===== src/csv_field_tokenizer_core_defines.svh =====
// Assertion macros used by the tokenizer parser RTL.
`ifndef CSV_FIELD_TOKENIZER_CORE_DEFINES_SVH
`define CSV_FIELD_TOKENIZER_CORE_DEFINES_SVH

// Same-cycle implication, checked out of reset.
`define CFT_ASSERT_IMP(lbl, clk, rst_n, ante, cons, msg) \
    lbl: assert property (@(posedge clk) disable iff (!rst_n) (ante) |-> (cons)) \
        else $error(msg);

// Next-cycle implication, checked out of reset.
`define CFT_ASSERT_NXT(lbl, clk, rst_n, ante, cons, msg) \
    lbl: assert property (@(posedge clk) disable iff (!rst_n) (ante) |=> (cons)) \
        else $error(msg);

`endif


===== src/cft_pkg.sv =====
// Shared types and constants for the CSV field tokenizer.
`timescale 1ns / 1ps

package cft_pkg;

    // Default counter limits.
    localparam int COLUMN_LIMIT_DEF = 255;
    localparam int ROW_LIMIT_DEF    = 65535;

    // Special byte values.
    localparam logic [7:0] CH_NEWLINE    = 8'h0A;
    localparam logic [7:0] CH_QUOTE      = 8'h22;
    localparam logic [7:0] SEP_RESET_VAL = 8'd44;

    // Largest values the result fields can show.
    localparam int COL_OUT_MAX = 255;
    localparam int ROW_OUT_MAX = 65535;

    // Position within the current field.
    typedef enum logic [1:0] {
        MODE_START  = 2'd0,
        MODE_PLAIN  = 2'd1,
        MODE_QUOTED = 2'd2,
        MODE_QSEEN  = 2'd3
    } mode_t;

    // One input beat.
    typedef struct packed {
        logic [7:0] data_byte;
        logic       flush;
    } item_t;

    // Input register contents handed to the parser.
    typedef struct packed {
        logic  valid;
        item_t item;
    } stage_t;

    // One result beat.
    typedef struct packed {
        logic [7:0]  out_byte;
        logic        byte_valid;
        logic        field_end;
        logic        line_end;
        logic [7:0]  column_index;
        logic [15:0] row_index;
        logic [7:0]  widest_row;
    } res_t;

endpackage


===== src/csv_field_tokenizer_core.sv =====
// A byte is held in the input register, then its result in the result register with out_valid high.
// Throughput: one byte per cycle; the field state update between the input and
// result registers is the per-byte path, and a stalled output holds the input side.
// Bytes that make no result (opening quote, empty newline) still occupy the input register until taken.
// Reset clears both stage valid flags, field state and counters; separator resets to ','.
`timescale 1ns / 1ps

module csv_field_tokenizer_core #(
    parameter int COLUMN_LIMIT = cft_pkg::COLUMN_LIMIT_DEF,
    parameter int ROW_LIMIT    = cft_pkg::ROW_LIMIT_DEF
) (
    input  logic        clk,
    input  logic        rst_n,
    input  logic        cfg_valid,
    output logic        cfg_ready,
    input  logic [7:0]  cfg_data,
    input  logic        in_valid,
    output logic        in_ready,
    input  logic [7:0]  data_byte,
    input  logic        flush,
    output logic        out_valid,
    input  logic        out_ready,
    output logic [7:0]  out_byte,
    output logic        byte_valid,
    output logic        field_end,
    output logic        line_end,
    output logic [7:0]  column_index,
    output logic [15:0] row_index,
    output logic [7:0]  widest_row
);
    import cft_pkg::*;

    stage_t stage;
    res_t   res;
    logic   take;
    logic   res_fire;
    logic   out_free;

    // Input register.
    cft_in_stage u_in (
        .clk      (clk),
        .rst_n    (rst_n),
        .in_valid (in_valid),
        .in_ready (in_ready),
        .data_byte(data_byte),
        .flush    (flush),
        .take     (take),
        .stage    (stage)
    );

    // Field state and result logic.
    cft_parse #(
        .COLUMN_LIMIT(COLUMN_LIMIT),
        .ROW_LIMIT   (ROW_LIMIT)
    ) u_parse (
        .clk      (clk),
        .rst_n    (rst_n),
        .cfg_valid(cfg_valid),
        .cfg_ready(cfg_ready),
        .cfg_data (cfg_data),
        .stage    (stage),
        .out_free (out_free),
        .take     (take),
        .res_fire (res_fire),
        .res      (res)
    );

    // Result register.
    cft_out_stage u_out (
        .clk         (clk),
        .rst_n       (rst_n),
        .load        (res_fire),
        .res         (res),
        .out_free    (out_free),
        .out_valid   (out_valid),
        .out_ready   (out_ready),
        .out_byte    (out_byte),
        .byte_valid  (byte_valid),
        .field_end   (field_end),
        .line_end    (line_end),
        .column_index(column_index),
        .row_index   (row_index),
        .widest_row  (widest_row)
    );

endmodule


===== src/cft_in_stage.sv =====
// Input register stage of the CSV field tokenizer.
`timescale 1ns / 1ps

module cft_in_stage (
    input  logic           clk,
    input  logic           rst_n,
    input  logic           in_valid,
    output logic           in_ready,
    input  logic [7:0]     data_byte,
    input  logic           flush,
    input  logic           take,
    output cft_pkg::stage_t stage
);
    import cft_pkg::*;

    logic  valid_reg;
    logic  valid_next;
    item_t item_reg;
    logic  load;

    // The register frees up when empty or when the parser takes its beat.
    assign in_ready = !valid_reg || take;
    assign load     = in_valid && in_ready;

    always_comb
    begin
        valid_next = valid_reg;
        if (load)
        begin
            valid_next = 1'b1;
        end
        else if (take)
        begin
            valid_next = 1'b0;
        end
    end

    // Valid flag.
    always_ff @(posedge clk or negedge rst_n)
    begin
        if (!rst_n)
        begin
            valid_reg <= 1'b0;
        end
        else
        begin
            valid_reg <= valid_next;
        end
    end

    // Payload needs no reset.
    always_ff @(posedge clk)
    begin
        if (load)
        begin
            item_reg.data_byte <= data_byte;
            item_reg.flush     <= flush;
        end
    end

    assign stage.valid = valid_reg;
    assign stage.item  = item_reg;

endmodule


===== src/cft_parse.sv =====
// Field parser: separator register, field state, counters and result build.
`timescale 1ns / 1ps
`include "csv_field_tokenizer_core_defines.svh"

module cft_parse #(
    parameter int COLUMN_LIMIT = cft_pkg::COLUMN_LIMIT_DEF,
    parameter int ROW_LIMIT    = cft_pkg::ROW_LIMIT_DEF
) (
    input  logic            clk,
    input  logic            rst_n,
    input  logic            cfg_valid,
    output logic            cfg_ready,
    input  logic [7:0]      cfg_data,
    input  cft_pkg::stage_t stage,
    input  logic            out_free,
    output logic            take,
    output logic            res_fire,
    output cft_pkg::res_t   res
);
    import cft_pkg::*;

    localparam int CW  = $clog2(COLUMN_LIMIT + 1);
    localparam int RW  = $clog2(ROW_LIMIT + 1);
    localparam int CXW = (CW > 8) ? CW : 8;
    localparam int RXW = (RW > 16) ? RW : 16;

    logic [7:0]    sep_reg;
    mode_t         mode_reg, mode_next;
    logic          line_open_reg, line_open_next;
    logic [CW-1:0] col_reg, col_next;
    logic [RW-1:0] row_reg, row_next;
    logic [CW-1:0] widest_reg, widest_next;

    logic [CW-1:0]  col_inc;
    logic [RW-1:0]  row_inc;
    logic           do_emit, do_endf, do_endl;
    logic [7:0]     ebyte;
    logic [7:0]     b;
    logic [CXW-1:0] col_ext, widest_ext;
    logic [RXW-1:0] row_ext;

    // A beat moves on only when the result register can take a result.
    assign take      = stage.valid && out_free;
    assign cfg_ready = 1'b1;
    assign b         = stage.item.data_byte;

    // Saturating increments.
    assign col_inc = (col_reg >= CW'(COLUMN_LIMIT)) ? col_reg : col_reg + 1'b1;
    assign row_inc = (row_reg >= RW'(ROW_LIMIT)) ? row_reg : row_reg + 1'b1;

    // Decide the action for this byte.
    always_comb
    begin
        do_emit        = 1'b0;
        do_endf        = 1'b0;
        do_endl        = 1'b0;
        ebyte          = b;
        mode_next      = mode_reg;
        line_open_next = line_open_reg;
        col_next       = col_reg;
        row_next       = row_reg;
        widest_next    = widest_reg;

        if (stage.item.flush || b == CH_NEWLINE)
        begin
            do_endl = line_open_reg;
        end
        else
        begin
            line_open_next = 1'b1;
            unique case (mode_reg)
                MODE_START:
                begin
                    priority if (b == CH_QUOTE)
                    begin
                        mode_next = MODE_QUOTED;
                    end
                    else if (b == sep_reg)
                    begin
                        do_endf = 1'b1;
                    end
                    else
                    begin
                        mode_next = MODE_PLAIN;
                        do_emit   = 1'b1;
                    end
                end
                MODE_PLAIN:
                begin
                    if (b == sep_reg)
                    begin
                        do_endf = 1'b1;
                    end
                    else
                    begin
                        do_emit = 1'b1;
                    end
                end
                MODE_QUOTED:
                begin
                    if (b == CH_QUOTE)
                    begin
                        mode_next = MODE_QSEEN;
                    end
                    else
                    begin
                        do_emit = 1'b1;
                    end
                end
                MODE_QSEEN:
                begin
                    priority if (b == CH_QUOTE)
                    begin
                        mode_next = MODE_QUOTED;
                        do_emit   = 1'b1;
                    end
                    else if (b == sep_reg)
                    begin
                        do_endf = 1'b1;
                    end
                    else
                    begin
                        mode_next = MODE_PLAIN;
                        do_emit   = 1'b1;
                    end
                end
                default:
                begin
                    mode_next = MODE_START;
                end
            endcase
        end

        // Field and line closing update the counters.
        if (do_endf)
        begin
            col_next  = col_inc;
            mode_next = MODE_START;
        end
        if (do_endl)
        begin
            if (col_inc > widest_reg)
            begin
                widest_next = col_inc;
            end
            row_next       = row_inc;
            col_next       = '0;
            mode_next      = MODE_START;
            line_open_next = 1'b0;
        end
    end

    // Result fields, clamped to the output widths.
    assign col_ext    = CXW'(col_reg);
    assign row_ext    = RXW'(row_reg);
    assign widest_ext = CXW'(widest_next);

    always_comb
    begin
        res.out_byte     = do_emit ? ebyte : 8'd0;
        res.byte_valid   = do_emit;
        res.field_end    = do_endf || do_endl;
        res.line_end     = do_endl;
        res.column_index = (col_ext > CXW'(COL_OUT_MAX)) ? 8'hFF : col_ext[7:0];
        res.row_index    = (row_ext > RXW'(ROW_OUT_MAX)) ? 16'hFFFF : row_ext[15:0];
        res.widest_row   = (widest_ext > CXW'(COL_OUT_MAX)) ? 8'hFF : widest_ext[7:0];
    end

    assign res_fire = take && (do_emit || do_endf || do_endl);

    // Separator register.
    always_ff @(posedge clk or negedge rst_n)
    begin
        if (!rst_n)
        begin
            sep_reg <= SEP_RESET_VAL;
        end
        else if (cfg_valid && cfg_ready)
        begin
            sep_reg <= cfg_data;
        end
    end

    // Parser state and counters.
    always_ff @(posedge clk or negedge rst_n)
    begin
        if (!rst_n)
        begin
            mode_reg      <= MODE_START;
            line_open_reg <= 1'b0;
            col_reg       <= '0;
            row_reg       <= '0;
            widest_reg    <= '0;
        end
        else if (take)
        begin
            mode_reg      <= mode_next;
            line_open_reg <= line_open_next;
            col_reg       <= col_next;
            row_reg       <= row_next;
            widest_reg    <= widest_next;
        end
    end

    // A field or line mark never carries a content byte.
    `CFT_ASSERT_IMP(a_mark_no_byte, clk, rst_n, res_fire && res.field_end, !res.byte_valid,
        "field mark carries a content byte")
    // A line end always closes the field too.
    `CFT_ASSERT_IMP(a_line_has_field, clk, rst_n, res_fire && res.line_end, res.field_end,
        "line end without field end")
    // After a line closes the column restarts and no line is open.
    `CFT_ASSERT_NXT(a_line_resets, clk, rst_n, res_fire && res.line_end,
        col_reg == '0 && !line_open_reg && mode_reg == MODE_START,
        "line end did not reset column state")
    // The widest count never falls below the line just closed.
    `CFT_ASSERT_NXT(a_widest_grows, clk, rst_n, take && do_endl,
        widest_reg >= $past(col_inc), "widest count below closed line")

endmodule


===== src/cft_out_stage.sv =====
// Result register stage of the CSV field tokenizer.
`timescale 1ns / 1ps

module cft_out_stage (
    input  logic          clk,
    input  logic          rst_n,
    input  logic          load,
    input  cft_pkg::res_t res,
    output logic          out_free,
    output logic          out_valid,
    input  logic          out_ready,
    output logic [7:0]    out_byte,
    output logic          byte_valid,
    output logic          field_end,
    output logic          line_end,
    output logic [7:0]    column_index,
    output logic [15:0]   row_index,
    output logic [7:0]    widest_row
);
    import cft_pkg::*;

    logic valid_reg;
    logic valid_next;
    res_t res_reg;

    // Space is there when empty or when the waiting beat leaves this cycle.
    assign out_free = !valid_reg || out_ready;

    always_comb
    begin
        valid_next = valid_reg;
        if (load)
        begin
            valid_next = 1'b1;
        end
        else if (out_ready)
        begin
            valid_next = 1'b0;
        end
    end

    // Valid flag.
    always_ff @(posedge clk or negedge rst_n)
    begin
        if (!rst_n)
        begin
            valid_reg <= 1'b0;
        end
        else
        begin
            valid_reg <= valid_next;
        end
    end

    // Result payload.
    always_ff @(posedge clk)
    begin
        if (load)
        begin
            res_reg <= res;
        end
    end

    assign out_valid    = valid_reg;
    assign out_byte     = res_reg.out_byte;
    assign byte_valid   = res_reg.byte_valid;
    assign field_end    = res_reg.field_end;
    assign line_end     = res_reg.line_end;
    assign column_index = res_reg.column_index;
    assign row_index    = res_reg.row_index;
    assign widest_row   = res_reg.widest_row;

endmodule


===== config.mk =====
export PLATFORM = sky130hd
export DESIGN_NAME = csv_field_tokenizer_core
export DESIGN_NICKNAME = d
export VERILOG_FILES = /design/src/cft_pkg.sv /design/src/csv_field_tokenizer_core.sv /design/src/cft_in_stage.sv /design/src/cft_parse.sv /design/src/cft_out_stage.sv
export VERILOG_INCLUDE_DIRS = /design/src /design/src/src
export SDC_FILE = /design/constraint.sdc
export NUM_CORES = 1
export LEC_CHECK = 0
export BUFFER_PORTS_ARGS = -buffer_cell sky130_fd_sc_hd__clkbuf_2
export CORE_ASPECT_RATIO = 0.6
export CORE_MARGIN = 2
export CORE_UTILIZATION = 40
export CTS_BUF_LIST = sky130_fd_sc_hd__clkbuf_4
export CTS_CLUSTER_DIAMETER = 30
export DETAILED_ROUTE_END_ITERATION = 8
export GPL_ROUTABILITY_DRIVEN = 1
export SYNTH_ARGS = -nofsm -noshare
export SYNTH_HDL_FRONTEND = slang
export SYNTH_HIERARCHICAL = 1
export SYNTH_SLANG_ARGS = --single-unit

===== constraint.sdc =====
create_clock -name clk -period 12.39 [get_ports clk]
set_clock_uncertainty 0.05 [all_clocks]
set_input_delay 2.478 -clock clk [delete_from_list [all_inputs] [get_ports clk]]
set_output_delay 2.478 -clock clk [all_outputs]
set_load 0.05 [all_outputs]

-- Yosys cells after proc, flatten, opt, wreduce, memory -nomap -nowiden
Index checks and enable logic that the tools add are counted.
- add/subtract/negate cells: 2
- $lt $le $gt $ge: 6
- eq/ne operators: 10
- multiplexer cells: 29
- bitwise gates (word level): 1
- reductions and logical operators: 21
- operators by type and width (operator ; count):
    8-bit 2-to-1 mux ; 5
    16-bit by 1-bit adder with 16-bit output (second input constant) ; 1
    16-bit greater-or-equal comparator (second input constant) ; 1
    16-bit > comparator (second input constant) ; 1
    8-bit > comparator (second input constant) ; 2
    1-bit 2-to-1 mux ; 15
    2-bit 2-to-1 mux ; 6
    8-bit by 1-bit adder with 8-bit output (second input constant) ; 1
    8-bit by 4-bit equality test with 1-bit output (second input constant) ; 1
    8-bit by 6-bit equality test with 1-bit output (second input constant) ; 1
    8-bit equality test ; 1
    8-bit greater-or-equal comparator (second input constant) ; 1
    8-bit > comparator ; 1
    1-bit logical OR ; 6
    2-bit nonzero test ; 3
    5-bit by 2-bit != test with 1-bit output (second input constant) ; 1
    5-bit AND reduction ; 1
    2-bit equality test (second input constant) ; 2
    4-bit by 1-bit != test with 1-bit output (second input constant) ; 1
    1-bit case mux with 4 select lines ; 1
    2-bit case mux with 2 select lines ; 1
    2-bit AND reduction ; 2
    4-bit nonzero test ; 1
    1-bit logical AND ; 3
    other kinds (9) ; 10
- flip-flop bits (word level): 97
- input bits: 22
- output and inout port bits: 46
- logic and storage cells: 86

-- Depth between registers and ports, before layout
- depth in word-level cells: 9
- mapped depth: 14

-- By module
The synthesis kept the hierarchy.
- modules (own cells, without submodules) (module ; times used ; cells an instance ; area each (µm²)):
    cft_parse ; 1 ; 265 ; 2681.3
    cft_out_stage ; 1 ; 46 ; 1338.8
    cft_in_stage ; 1 ; 14 ; 331.6

-- Worst setup path after synthesis
Ideal clock, no wire load.
- path type: input port to output port
- start point: in out_ready
- end point: out in_ready
- arrival time: 3039 ps
- data required time: 9862 ps
- slack: 6823 ps
- stages: 4
- path buffers: 0
- path through: nand2b_4 nand2_1 inv_1 nand2b_4
- longest elaborated chain between the ends: 3
- RTL lines (what ; RTL line ; text):
    from (decl) ; csv_field_tokenizer_core.sv:22 ; input logic out_ready,
    1-bit logical OR ; cft_out_stage.sv:27 ; assign out_free = !valid_reg || out_ready;
    1-bit logical AND ; cft_parse.sv:43 ; assign take = stage.valid && out_free;
    via take ; csv_field_tokenizer_core.sv:35 ; logic take;
    1-bit logical OR ; cft_in_stage.sv:22 ; assign in_ready = !valid_reg || take;
    to (decl) ; csv_field_tokenizer_core.sv:18 ; output logic in_ready,
The timed path passes the listed nets, and every way through them passes these cells.

-- Final worst setup path
- start point: in out_ready
- end point: out in_ready
- longest elaborated chain between the ends: 3
- RTL lines (what ; RTL line ; text):
    1-bit logical OR ; cft_out_stage.sv:27 ;
    via out_free ; csv_field_tokenizer_core.sv:37 ; logic out_free;
    1-bit logical AND ; cft_parse.sv:43 ;
    via take ; csv_field_tokenizer_core.sv:35 ;
    1-bit logical OR ; cft_in_stage.sv:22 ;
The timed path passes the listed nets, and every way through them passes these cells.

==> reports/qor.txt <==
run status: finished, final reports clean
vias in the first global route: 2578
die width: 139 µm
Multi-input gate area: 1520 µm²
final hold viol count: 0
worst-margin pin slew: 1270 ps
starting density of the core: 41.1%
post-layout util: 47.0%
Max FO, Critical Path: 5
crit path buf inv count: 3
Post-synth EDFFs: 52
CTS root buf: clkbuf_4
Via density: 4.93
layout cells sized above 1: 29.6%
Crit path max-delay family: buffers and inverters
first-pass GRT wire length: 13400 µm
GR Util All Layers: 14.7%
PD cells: 199 nW/µm²
Slew headroom: 14.8%
Unique masters post-synth: 48
fin worst setup slack: 6430 ps
Clock Power Share: 19.2%
CP startpoint kind: input port
IO Count: 68
# H-tree levels: 3
hold depth: 1
Worst EP arrival: 3440 ps
crit-path max cell delay: 270 ps
Sw Ratio: 40.2%
Post-synth ARST share: 46.4%
Final Max Slew Viols: 0
worst hold path type: reg2reg
Design Area, Final: 4980 µm²
leading register cell type out of synthesis: edfxtp_1
hold slack final: 454 ps
total negative slack: 0 ps
pin count of the biggest net entering global routing: 46
mapped cell area: 4350 µm²
RSZ-0062 raised after global routing: false
Register Area: 2690 µm²
Synth Warn #: 6
reg2reg path depth: 13
Logic pwr share: 34.5%
sequential power share: 46.3%
DP Worst Slack: 6440 ps
CTS Buffer Depth: 2
Die Area: 11800 µm²
via count: 2652
clock sink count: 97
port bufs: 66
CTS tree: built
VDD IR max: 0.0000786 V
initial antenna violation count: 0
CP required: 9860 ps
# rows: 29
post-route ant nets: 0
Post-Syn Nets: 361
P&R area growth vs syn: 14.3%
clk_lat worst skew: 450 ps
half-perimeter wire length after placement: 5850 µm
# setup viols final: 0
total gr overflow: 0
fill cell count: 967
Crit-path slowest cell: clkbuf_2
maxcap violations: 0
sequential cell area fraction in the yosys report: 61.8%
starting DRC count in detailed routing: 139
Syn Inst Count: 325
post-CTS resize count: 0
routed wire length: 8140 µm
Levels on crit path: 6
Avg Cell Area, Syn: 13.4 µm²
Post-CTS Setup Repair Bufs: 0
Net Sw Power: 0.000398 W
placeable core area: 10600 µm²
Final min period: 5960 ps
die height: 84.8 µm
first-pass iteration count of the detailed router: 4
Max Freq: 168 MHz
Hold-fix buffers, CTS: 0
LEAKAGE: 2.27 nW
Final Cycle Share: 48.1%
Internal Power: 0.000592 W
Area after DPL: 4810 µm²
Residual DRC: 0
crit path kind: in2out
Clock Pin Slew Worst Setup and Hold Paths: 140 ps
CTS Buf Count: 9
# nets final: 430
CP Capture Type: output port
Avg WL per Cell: 15.1 µm
Synth Register Bits: 97
crit path cell chain: clkbuf_2 -> nand2b_4 -> nand2_1 -> inv_1 -> nand2b_4 -> clkbuf_2
Ant. Diodes: 0
RD Place Congestion: 0.778
-- logic make-up after synthesis --
| logic type | after synthesis | synth area share [%] |
|---|---|---|
| compound gates | 36 | 5.95 |
| simple gates | 93 | 12.3 |
| xor+xnor | 25 | 5.03 |
| buf+inv | 33 | 3.57 |
| other cells | 1 | 0.0862 |
| mux | 26 | 7.16 |
| fa+ha+maj | 14 | 4.03 |
| flops | 97 | 61.8 |
-- final cells by class --
class / instances / share of cell area (%)
multi-input cells: 195 / 30.5
flip-flops and latches: 97 / 54.1
inverters: 23 / 1.73
clock buffers: 11 / 1.66
well taps: 139 / 3.50
repair buffers: 68 / 6.94
clock inverters: 5 / 1.61
-- power by group through the flow --
stage          sequential, W  combinational [W]  clock [W]
2_1_floorplan       0.000614           0.000121          0
3_3_place_gp        0.000466           0.000342          0
3_5_place_dp        0.000467           0.000344          0
4_1_cts             0.000460           0.000346   0.000198
5_1_grt             0.000467           0.000367   0.000211
6_report            0.000459           0.000342   0.000190
-- metrics by stage --
stage                     cells  power (W)
after floorplan             325   0.000735
after global placement      522   0.000808
after detailed placement    522   0.000811
after CTS                   538    0.00100
after global routing        538    0.00105
final                       538   0.000991
-- per-layer routing --
layer / track usage [%] / wire, µm / up-vias
met5: 0 / 0 / -
met4: 4.13 / 29 / 0
met3: 5.25 / 526 / 2
met2: 19.7 / 3350 / 74
met1: 22.4 / 4230 / 1265
li1: - / - / 1311
-- final timing paths --
check                                                     from                                 to  slack (ps)
worst min register to register  u_parse/row_ext[8]$_DFFE_PN0P_     u_parse/row_ext[8]$_DFFE_PN0P_         450
worst max register to register  u_parse/col_ext[0]$_DFFE_PN0P_  u_parse/widest_reg[5]$_DFFE_PN0P_        8340
worst max-delay path                                 out_ready                           in_ready        6430
min in group asynchronous                                rst_n  u_parse/line_open_reg$_DFFE_PN0P_        2050
worst min-delay path            u_parse/row_ext[8]$_DFFE_PN0P_     u_parse/row_ext[8]$_DFFE_PN0P_         450
max in group asynchronous                                rst_n    u_parse/row_ext[13]$_DFFE_PN0P_        9810
-- cells in the mapped netlist, drive strengths merged, types with 2 or more instances --
master / instances / area [µm²]
nand4: 9 / 56.3
edfxtp: 52 / 1560
nor3: 4 / 20.0
inv: 23 / 86.3
nand2b: 5 / 48.8
ha: 14 / 175
xnor2: 15 / 131
a21o: 8 / 60.1
nor3b: 3 / 22.5
nand3: 16 / 80.1
and3: 11 / 68.8
xor2: 10 / 87.6
clkbuf: 3 / 11.3
o21ai: 8 / 43.8
mux2: 23 / 282
buf: 7 / 57.6
and4: 3 / 26.3
and2: 2 / 15.0
o21a: 2 / 15.0
nor4: 3 / 25.0
dfstp: 3 / 78.8
nor2: 11 / 41.3
mux2i: 3 / 30.0
a21oi: 8 / 40.0
a31oi: 3 / 33.8
nor2b: 2 / 12.5
dfrtp: 42 / 1050
nand2: 21 / 78.8
-- cell usage in the layout (no fill, tap or decap), types with 3 or more instances in the layout --
cell type,instances
mux2i_1,3
nand4_1,9
dfstp_2,3
dfrtp_1,42
edfxtp_1,52
xor2_1,10
mux2_2,17
nor2_1,11
and3_1,11
nand3_1,16
a21oi_1,7
and4_1,3
o21ai_0,7
mux2_4,6
inv_1,23
nor3_1,4
ha_1,14
nor3b_1,3
a21o_1,8
nand2_1,21
clkbuf_2,66
xnor2_1,15
clkbuf_4,11
Power figures use the tool's default switching activity.
